==> config.mk <==
export PLATFORM = sky130hd
export DESIGN_NAME = pixel_alpha_over_blend
export DESIGN_NICKNAME = d
export VERILOG_FILES = /design/src/rtl/paob_pkg.sv /design/src/rtl/pixel_alpha_over_blend.sv
export VERILOG_INCLUDE_DIRS = /design/src /design/src/rtl
export SDC_FILE = /design/constraint.sdc
export NUM_CORES = 2
export LEC_CHECK = 0
export ABC_AREA = 1
export BUFFER_PORTS_ARGS = -buffer_cell sky130_fd_sc_hd__buf_2
export CAP_MARGIN = 40
export CORE_ASPECT_RATIO = 1.1
export CORE_MARGIN = 2
export CORE_UTILIZATION = 59
export DETAILED_ROUTE_END_ITERATION = 10
export PLACE_DENSITY = 0.79
export SYNTH_ARGS = -nofsm -noshare
export SYNTH_HDL_FRONTEND = slang
export SYNTH_SLANG_ARGS = --single-unit
==> constraint.sdc <==
create_clock -name clk -period 8.1 [get_ports clk]
set_clock_uncertainty 0.05 [all_clocks]
set_input_delay 0.81 -clock clk [delete_from_list [all_inputs] [get_ports clk]]
set_output_delay 0.81 -clock clk [all_outputs]
set_load 0.1 [all_outputs]
==> src/rtl/pixel_alpha_over_blend_macros.svh <==
// ----------------------------------------------------------------------------
// pixel_alpha_over_blend_macros
// Assertion macros shared by the alpha blend RTL. They expect clk and rst in
// the scope where they are used.
// ----------------------------------------------------------------------------
`ifndef PIXEL_ALPHA_OVER_BLEND_MACROS_SVH
`define PIXEL_ALPHA_OVER_BLEND_MACROS_SVH

// same-cycle implication, held off during reset
`define PAOB_ASSERT_IMPLY(label, ante, cons, msg) \
  label: assert property (@(posedge clk) disable iff (rst) (ante) |-> (cons)) \
    else $error(msg);

// next-cycle implication, held off during reset
`define PAOB_ASSERT_NEXT(label, ante, cons, msg) \
  label: assert property (@(posedge clk) disable iff (rst) (ante) |=> (cons)) \
    else $error(msg);

`endif

==> src/rtl/paob_pkg.sv <==
// ----------------------------------------------------------------------------
// paob_pkg
// Types, constants and small arithmetic helpers for the RGBA8 over blend
// pipeline.
// ----------------------------------------------------------------------------
`default_nettype none

package paob_pkg;

  // pipeline depth and channel layout
  localparam int unsigned NSTG     = 9;
  localparam int unsigned NCH      = 3;
  localparam int unsigned CH_A     = 3;
  localparam logic [7:0]  CHAN_MAX = 8'hFF;

  // pixel: [0] red, [1] green, [2] blue, [3] alpha
  typedef logic [3:0][7:0] pix_t;

  // one restoring divide step
  typedef struct packed {
    logic [16:0] rem;
    logic        bit_q;
  } dstep_t;

  // registered inputs
  typedef struct packed {
    pix_t fg;
    pix_t bg;
    logic opq;
  } s1_t;

  // first products
  typedef struct packed {
    logic [NCH-1:0][15:0] fa;
    logic [NCH-1:0][15:0] bb;
    logic [15:0]          bi;
    logic [7:0]           a;
    logic [7:0]           inv;
    logic                 opq;
    logic                 byp;
    pix_t                 pix;
  } s2_t;

  // background term split by 255, output alpha
  typedef struct packed {
    logic [NCH-1:0][15:0] fa;
    logic [NCH-1:0][7:0]  m;
    logic [NCH-1:0][7:0]  n;
    logic [7:0]           k;
    logic [7:0]           ao;
    logic                 byp;
    pix_t                 pix;
  } s3_t;

  // scaled background parts
  typedef struct packed {
    logic [NCH-1:0][15:0] fa;
    logic [NCH-1:0][15:0] mi;
    logic [NCH-1:0][15:0] ni;
    logic [7:0]           ao;
    logic                 byp;
    pix_t                 pix;
  } s4_t;

  // divider stages
  typedef struct packed {
    logic [NCH-1:0][16:0] rem;
    logic [NCH-1:0][7:0]  q;
    logic [NCH-1:0]       sat;
    logic [7:0]           ao;
    logic                 byp;
    pix_t                 pix;
  } dv_t;

  // x / 255 by add and shift, exact for x up to 65534
  function automatic logic [8:0] div255(input logic [16:0] x);
    logic [16:0] s;
    s = x + {8'd0, x[16:8]} + 17'd1;
    return s[16:8];
  endfunction

  // compare and subtract against a shifted divisor
  function automatic dstep_t div_step(input logic [16:0] rem, input logic [16:0] dsh);
    dstep_t r;
    if (rem >= dsh) begin
      r.rem   = rem - dsh;
      r.bit_q = 1'b1;
    end else begin
      r.rem   = rem;
      r.bit_q = 1'b0;
    end
    return r;
  endfunction

endpackage

`default_nettype wire

==> src/rtl/pixel_alpha_over_blend.sv <==
// Throughput: one item per clock while out_ready is high; the nine register
// stages with two quotient bits per divider stage set the rate, and each
// stage stalls on its own. Reset clears all stage valid bits and
// background_opaque; cfg_ready is always high and no clearing pass is needed.
// ----------------------------------------------------------------------------
// pixel_alpha_over_blend
// RGBA8 over compositing: pass-through for transparent or opaque foreground,
// linear mix against an opaque background, otherwise the integer over rule
// with a pipelined restoring divider and saturation to 255.
// ----------------------------------------------------------------------------
`default_nettype none
`include "pixel_alpha_over_blend_macros.svh"

module pixel_alpha_over_blend (
  input  logic       clk,
  input  logic       rst,
  input  logic       cfg_valid,
  output logic       cfg_ready,
  input  logic       cfg_data,
  input  logic       in_valid,
  output logic       in_ready,
  input  logic [7:0] fg_red,
  input  logic [7:0] fg_green,
  input  logic [7:0] fg_blue,
  input  logic [7:0] fg_alpha,
  input  logic [7:0] bg_red,
  input  logic [7:0] bg_green,
  input  logic [7:0] bg_blue,
  input  logic [7:0] bg_alpha,
  output logic       out_valid,
  input  logic       out_ready,
  output logic [7:0] out_red,
  output logic [7:0] out_green,
  output logic [7:0] out_blue,
  output logic [7:0] out_alpha
);
  import paob_pkg::*;

  logic              background_opaque;
  logic [NSTG-1:0]   vld;
  logic [NSTG:0]     adv;
  logic [NSTG-1:0]   vin;
  s1_t               s1;
  s2_t               s2, s2_next;
  s3_t               s3, s3_next;
  s4_t               s4, s4_next;
  dv_t               dv      [0:3];
  dv_t               dv_next [0:3];
  pix_t              opix, opix_next;

  // configuration register
  assign cfg_ready = 1'b1;

  always_ff @(posedge clk) begin
    if (rst) begin
      background_opaque <= 1'b0;
    end else if (cfg_valid) begin
      background_opaque <= cfg_data;
    end
  end

  // per-stage advance: a stage takes an item when empty or moving on
  always_comb begin
    adv[NSTG] = out_ready;
    for (int i = NSTG - 1; i >= 0; i--) begin
      adv[i] = !vld[i] || adv[i+1];
    end
  end

  assign in_ready = adv[0];
  assign vin      = {vld[NSTG-2:0], in_valid};

  // valid bits travel with the data
  always_ff @(posedge clk) begin
    if (rst) begin
      vld <= '0;
    end else begin
      for (int i = 0; i < NSTG; i++) begin
        if (adv[i]) begin
          vld[i] <= vin[i];
        end
      end
    end
  end

  // stage 1: input register
  always_ff @(posedge clk) begin
    if (adv[0] && in_valid) begin
      s1.fg  <= {fg_alpha, fg_blue, fg_green, fg_red};
      s1.bg  <= {bg_alpha, bg_blue, bg_green, bg_red};
      s1.opq <= background_opaque;
    end
  end

  // stage 2: channel products and pass-through select
  always_comb begin
    logic [7:0] mul;
    s2_next.a   = s1.fg[CH_A];
    s2_next.inv = CHAN_MAX - s1.fg[CH_A];
    mul         = s1.opq ? s2_next.inv : s1.bg[CH_A];
    for (int i = 0; i < NCH; i++) begin
      s2_next.fa[i] = 16'(s1.fg[i]) * 16'(s2_next.a);
      s2_next.bb[i] = 16'(s1.bg[i]) * 16'(mul);
    end
    s2_next.bi  = 16'(s1.bg[CH_A]) * 16'(s2_next.inv);
    s2_next.opq = s1.opq;
    s2_next.byp = (s2_next.a == 8'h00) || (s2_next.a == CHAN_MAX);
    s2_next.pix = (s2_next.a == 8'h00) ? s1.bg : s1.fg;
  end

  always_ff @(posedge clk) begin
    if (adv[1] && vld[0]) begin
      s2 <= s2_next;
    end
  end

  // stage 3: split background term as 255*m + n, form output alpha
  always_comb begin
    logic [8:0] mq;
    logic [8:0] aq;
    mq = '0;
    for (int i = 0; i < NCH; i++) begin
      mq            = div255({1'b0, s2.bb[i]});
      s3_next.m[i]  = mq[7:0];
      s3_next.n[i]  = 8'(s2.bb[i] - ({mq[7:0], 8'h00} - {8'h00, mq[7:0]}));
    end
    aq          = div255({1'b0, s2.bi});
    s3_next.fa  = s2.fa;
    // opaque mode scales by 255 so the background term comes back unchanged
    s3_next.k   = s2.opq ? CHAN_MAX : s2.inv;
    s3_next.ao  = s2.opq ? CHAN_MAX : s2.a + aq[7:0];
    s3_next.byp = s2.byp;
    s3_next.pix = s2.pix;
  end

  always_ff @(posedge clk) begin
    if (adv[2] && vld[1]) begin
      s3 <= s3_next;
    end
  end

  // stage 4: scale both background parts
  always_comb begin
    for (int i = 0; i < NCH; i++) begin
      s4_next.mi[i] = 16'(s3.m[i]) * 16'(s3.k);
      s4_next.ni[i] = 16'(s3.n[i]) * 16'(s3.k);
    end
    s4_next.fa  = s3.fa;
    s4_next.ao  = s3.ao;
    s4_next.byp = s3.byp;
    s4_next.pix = s3.pix;
  end

  always_ff @(posedge clk) begin
    if (adv[3] && vld[2]) begin
      s4 <= s4_next;
    end
  end

  // stages 5 to 8: numerator, then the divider
  always_comb begin
    logic [16:0] num;
    dstep_t      st_hi, st_lo;
    // stage 5: numerator and saturation check
    num = '0;
    for (int i = 0; i < NCH; i++) begin
      num                = 17'(s4.fa[i]) + 17'(s4.mi[i]) + 17'(div255({1'b0, s4.ni[i]}));
      dv_next[0].rem[i]  = num;
      dv_next[0].q[i]    = 8'h00;
      dv_next[0].sat[i]  = num >= {1'b0, s4.ao, 8'h00};
    end
    dv_next[0].ao  = s4.ao;
    dv_next[0].byp = s4.byp;
    dv_next[0].pix = s4.pix;
    // stages 6 to 8: two quotient bits each
    for (int j = 1; j < 4; j++) begin
      dv_next[j] = dv[j-1];
      for (int i = 0; i < NCH; i++) begin
        st_hi = div_step(dv[j-1].rem[i], {9'd0, dv[j-1].ao} << (9 - 2 * j));
        st_lo = div_step(st_hi.rem, {9'd0, dv[j-1].ao} << (8 - 2 * j));
        dv_next[j].q[i][9-2*j] = st_hi.bit_q;
        dv_next[j].q[i][8-2*j] = st_lo.bit_q;
        dv_next[j].rem[i]      = st_lo.rem;
      end
    end
  end

  always_ff @(posedge clk) begin
    for (int j = 0; j < 4; j++) begin
      if (adv[4+j] && vld[3+j]) begin
        dv[j] <= dv_next[j];
      end
    end
  end

  // stage 9: last quotient bits and result select
  always_comb begin
    dstep_t     st_hi, st_lo;
    logic [7:0] qf;
    qf = '0;
    for (int i = 0; i < NCH; i++) begin
      st_hi        = div_step(dv[3].rem[i], {9'd0, dv[3].ao} << 1);
      st_lo        = div_step(st_hi.rem, {9'd0, dv[3].ao});
      qf           = {dv[3].q[i][7:2], st_hi.bit_q, st_lo.bit_q};
      opix_next[i] = dv[3].byp    ? dv[3].pix[i] :
                     dv[3].sat[i] ? CHAN_MAX     : qf;
    end
    opix_next[CH_A] = dv[3].byp ? dv[3].pix[CH_A] : dv[3].ao;
  end

  always_ff @(posedge clk) begin
    if (adv[8] && vld[7]) begin
      opix <= opix_next;
    end
  end

  // output item
  assign out_valid = vld[8];
  assign out_red   = opix[0];
  assign out_green = opix[1];
  assign out_blue  = opix[2];
  assign out_alpha = opix[CH_A];

  // checks
  `PAOB_ASSERT_IMPLY(a_blocked_only_when_full, !in_ready, (&vld) && !out_ready,
    "input blocked while the pipeline has room")
  `PAOB_ASSERT_IMPLY(a_divisor_nonzero, vld[2] && !s3.byp, s3.ao != 8'h00,
    "blend item reached the divider with zero output alpha")
  `PAOB_ASSERT_IMPLY(a_div_remainder, vld[7] && !dv[3].byp,
    (dv[3].sat[0] || (dv[3].rem[0] < ({9'd0, dv[3].ao} << 2))) &&
    (dv[3].sat[1] || (dv[3].rem[1] < ({9'd0, dv[3].ao} << 2))) &&
    (dv[3].sat[2] || (dv[3].rem[2] < ({9'd0, dv[3].ao} << 2))),
    "divider remainder out of range before the last step")
  `PAOB_ASSERT_NEXT(a_stalled_item_held, vld[4] && !adv[5], vld[4] && $stable(dv[0]),
    "stalled divider item lost or changed")

endmodule

`default_nettype wire
==> reports/metrics.cfg <==
[run_status]
status=complete, no violations

[floorplanning]
dieArea_um2=137000
row_count=140
start_util_pct=59.5
die_h_um=388
die_w_um=353
boundaryPins=105
core_area_um2=133000

[synthesis]
yosysUniqueCellTypes=61
syn_avg_cell_area_um2=9.42
ys_ff_latch=1015
synth_edf_count=1005
yosysSeqAreaShare_pct=38.5
synthMuxAreaShare_pct=0.113
syn_inst=8375
yosysWarnings=0
synth_flop_cell=edfxtp_1
netlist_area_um2=78900
synth_top_family_by_area=adder cells
synth_fp_nets=9795
synth-simple-area-share_pct=15.9
synthAdderAreaFrac_pct=26.4
ys_async_sr_fraction_pct=0
synth-compound-area-share_pct=6.26
synth-xor-area-share_pct=4.30

[sta]
setup_slack_ns=2.07
fin_setup_tns_ns=0
drv_slew=0
hold_violations=0
timing.final.crit_share_pct=74.5
grt_setup_unrepaired=no
min_period_ns=6.03
fmax_ghz=0.166
worstMarginPinSlew_ns=1.09
setup_violations=0
relSlewSlack_pct=27.5

[clock_network]
cts_setup_buffers=0
numCtsBuffers=104
cts_tree=built
holdBufCountCts=0
insertion_delay_ns=0.78
root_buffer=clkbuf_16
cts.sinks=1015
cts_resized=0
cts_buffer_depth=3
cts.clk_slew.worst_paths_ns=0.07
htreeDepth=3

[layout]
drive_gt1_share_pct=5.43
final_common_cell=nand2_1
ff_latch_area_um2=30400
utilization_pct=63.9
syn2layout_area_growth_pct=7.37
multiInputGateArea_um2=41800
num-fill-cells=10400
final_cell_mix=nand2_1, inv_1, edfxtp_1
final_net_count=9843

[worst_setup_path]
reg2reg_to=s2[81]
crit_start=s1[0]
r2r_slack_ns=2.07
max_stage_delay_ns=0.76
critPathTopFamily=adder cells
path_common_cell=nand2_1
slowest_stage=clkinv_1
r2r_start=s1[0]
endpoint=s2[81]
crit_buf_inv=4
crit_chain=o21ai_1 -> clkinv_1 -> nand2_1 -> fa_1 -> fa_1 -> inv_1 -> fa_1 -> inv_1 -> fa_1 -> inv_1 -> ha_1 -> nand2_1 -> nand2_1 -> nand2_1 -> nand2_1 -> nand2_1 -> a21boi_0 -> nand2_1 -> o21ai_0 -> xnor2_1
r2r.worst_path.cells=20
cp.depth=20
cp.required_ns=8.54
crit_path_start_kind=register
critPathArrivalTime_ns=6.47
critical_path_peak_fanout=17
worstSetupPathType=register to register
worstSetupEndpointType=register

[route]
wl_per_cell_um=18.7
drc=0
dr.pass1.iters=8
drt_iter0_markers=4367
via_count=57100
ant_nets=0
totalWireLength_mm=192
avgViaCountPerCell=5.55

[placement]
place_ws_ns=2.15
place_congestion=0.939
dp_hpwl_mm=150
buffer_ports.inserted=103

[grt]
grt_max_degree=163
grt_overflow=0
grt_pass1_vias=58300
antenna_found_initial=7
grt_pass1_wl_mm=306
gr-usage-all-layers_pct=28.3

[pwr]
power.density_nw_per_um2=290
ir_drop_mv=0.296
leakagePower_uw=0.0405

[hold_path]
worstHoldPathType=input pin to register
holdCritStartpoint=bg_green[0]

[flow_run]
drv_cap=0

[per-stage QoR]
step	power [uW]	area, um2	std cells	hold WS [ns]
after floorplan	16200	78900	8375	0.350
final	24500	84700	10300	0.180
after global placement	19000	81000	10100	0.350
after global routing	26400	84700	10300	0.166
after CTS	24500	84700	10300	0.144
after detailed placement	19400	81100	10100	0.355
[sequential cells by signal, indices dropped and copies added, names as in the netlist, 9 cells and up]
name / count
dv: 416
s2: 162
s3: 145
s4: 144
s1: 65
dv_next: 41
vld: 9
[Yosys cell counts, drive strengths merged, types with 10 or more instances]
cell	count	share of area [%]
xor2	241	2.7
o221ai	15	0.17
nand3	296	2.1
a21oi	440	2.8
o211ai	15	0.14
a21o	25	0.24
fa	523	13
a31oi	25	0.20
buf	49	0.38
o22a	18	0.20
clkbuf	147	0.77
nand3b	29	0.28
or2	28	0.22
o21bai	17	0.16
nor2	615	3.1
clkinv	13	0.062
nor3	47	0.32
o21a	14	0.13
o2111ai	17	0.19
nand2	1805	8.7
dfxtp	10	0.25
edfxtp	1005	38
nor4	15	0.12
inv	1548	7.4
ha	827	13
o21ai	274	1.8
nand4	119	0.94
xnor2	146	1.6
[layer usage]
layer / global-route usage (%) / share of wire [%] / routed length [um] / up-vias
li1: - / - / - / 27300
met1: 32.8 / 37 / 71900 / 27200
met2: 50.1 / 50 / 96100 / 2003
met3: 3.76 / 6.0 / 11600 / 570
met4: 16.8 / 6.6 / 12700 / 6
met5: 0 / 0.018 / 35 / -
[layout make-up]
cell class | count | share of cell area, %
clock buffers | 112 | 3.11
flip-flops and latches | 1015 | 35.9
inverters | 1561 | 6.94
multi-input cells | 5603 | 49.3
diodes | 1 | 0.00295
repair buffers | 138 | 0.954
clock inverters | 83 | 1.17
well taps | 1775 | 2.62
[power by group]
group | internal, uW | switching, uW | total (uW)
Combinational | 4650 | 7310 | 12000
Clock | 2800 | 2230 | 5030
Sequential | 7010 | 539 | 7550
Total | 14500 | 10100 | 24500
[kinds of logic after synthesis]
logic type	count (synthesis)
xor+xnor	387
compound gates	887
mux	8
flops	1015
simple gates	2970
buf+inv	1757
fa+ha+maj	1350
other cells	1
[worst min path at each step]
stage / endpoint / slack [ns] / cells past startpoint
2_1_floorplan: dv[0][0] / 0.35 / 0
3_3_place_gp: s4[138] / 0.35 / 0
3_5_place_dp: dv[0][12] / 0.35 / 0
4_1_cts: s1[9] / 0.14 / 1
5_1_grt: s1[12] / 0.17 / 1
6_report: s1[9] / 0.18 / 1
Power figures use the tool's default switching activity.
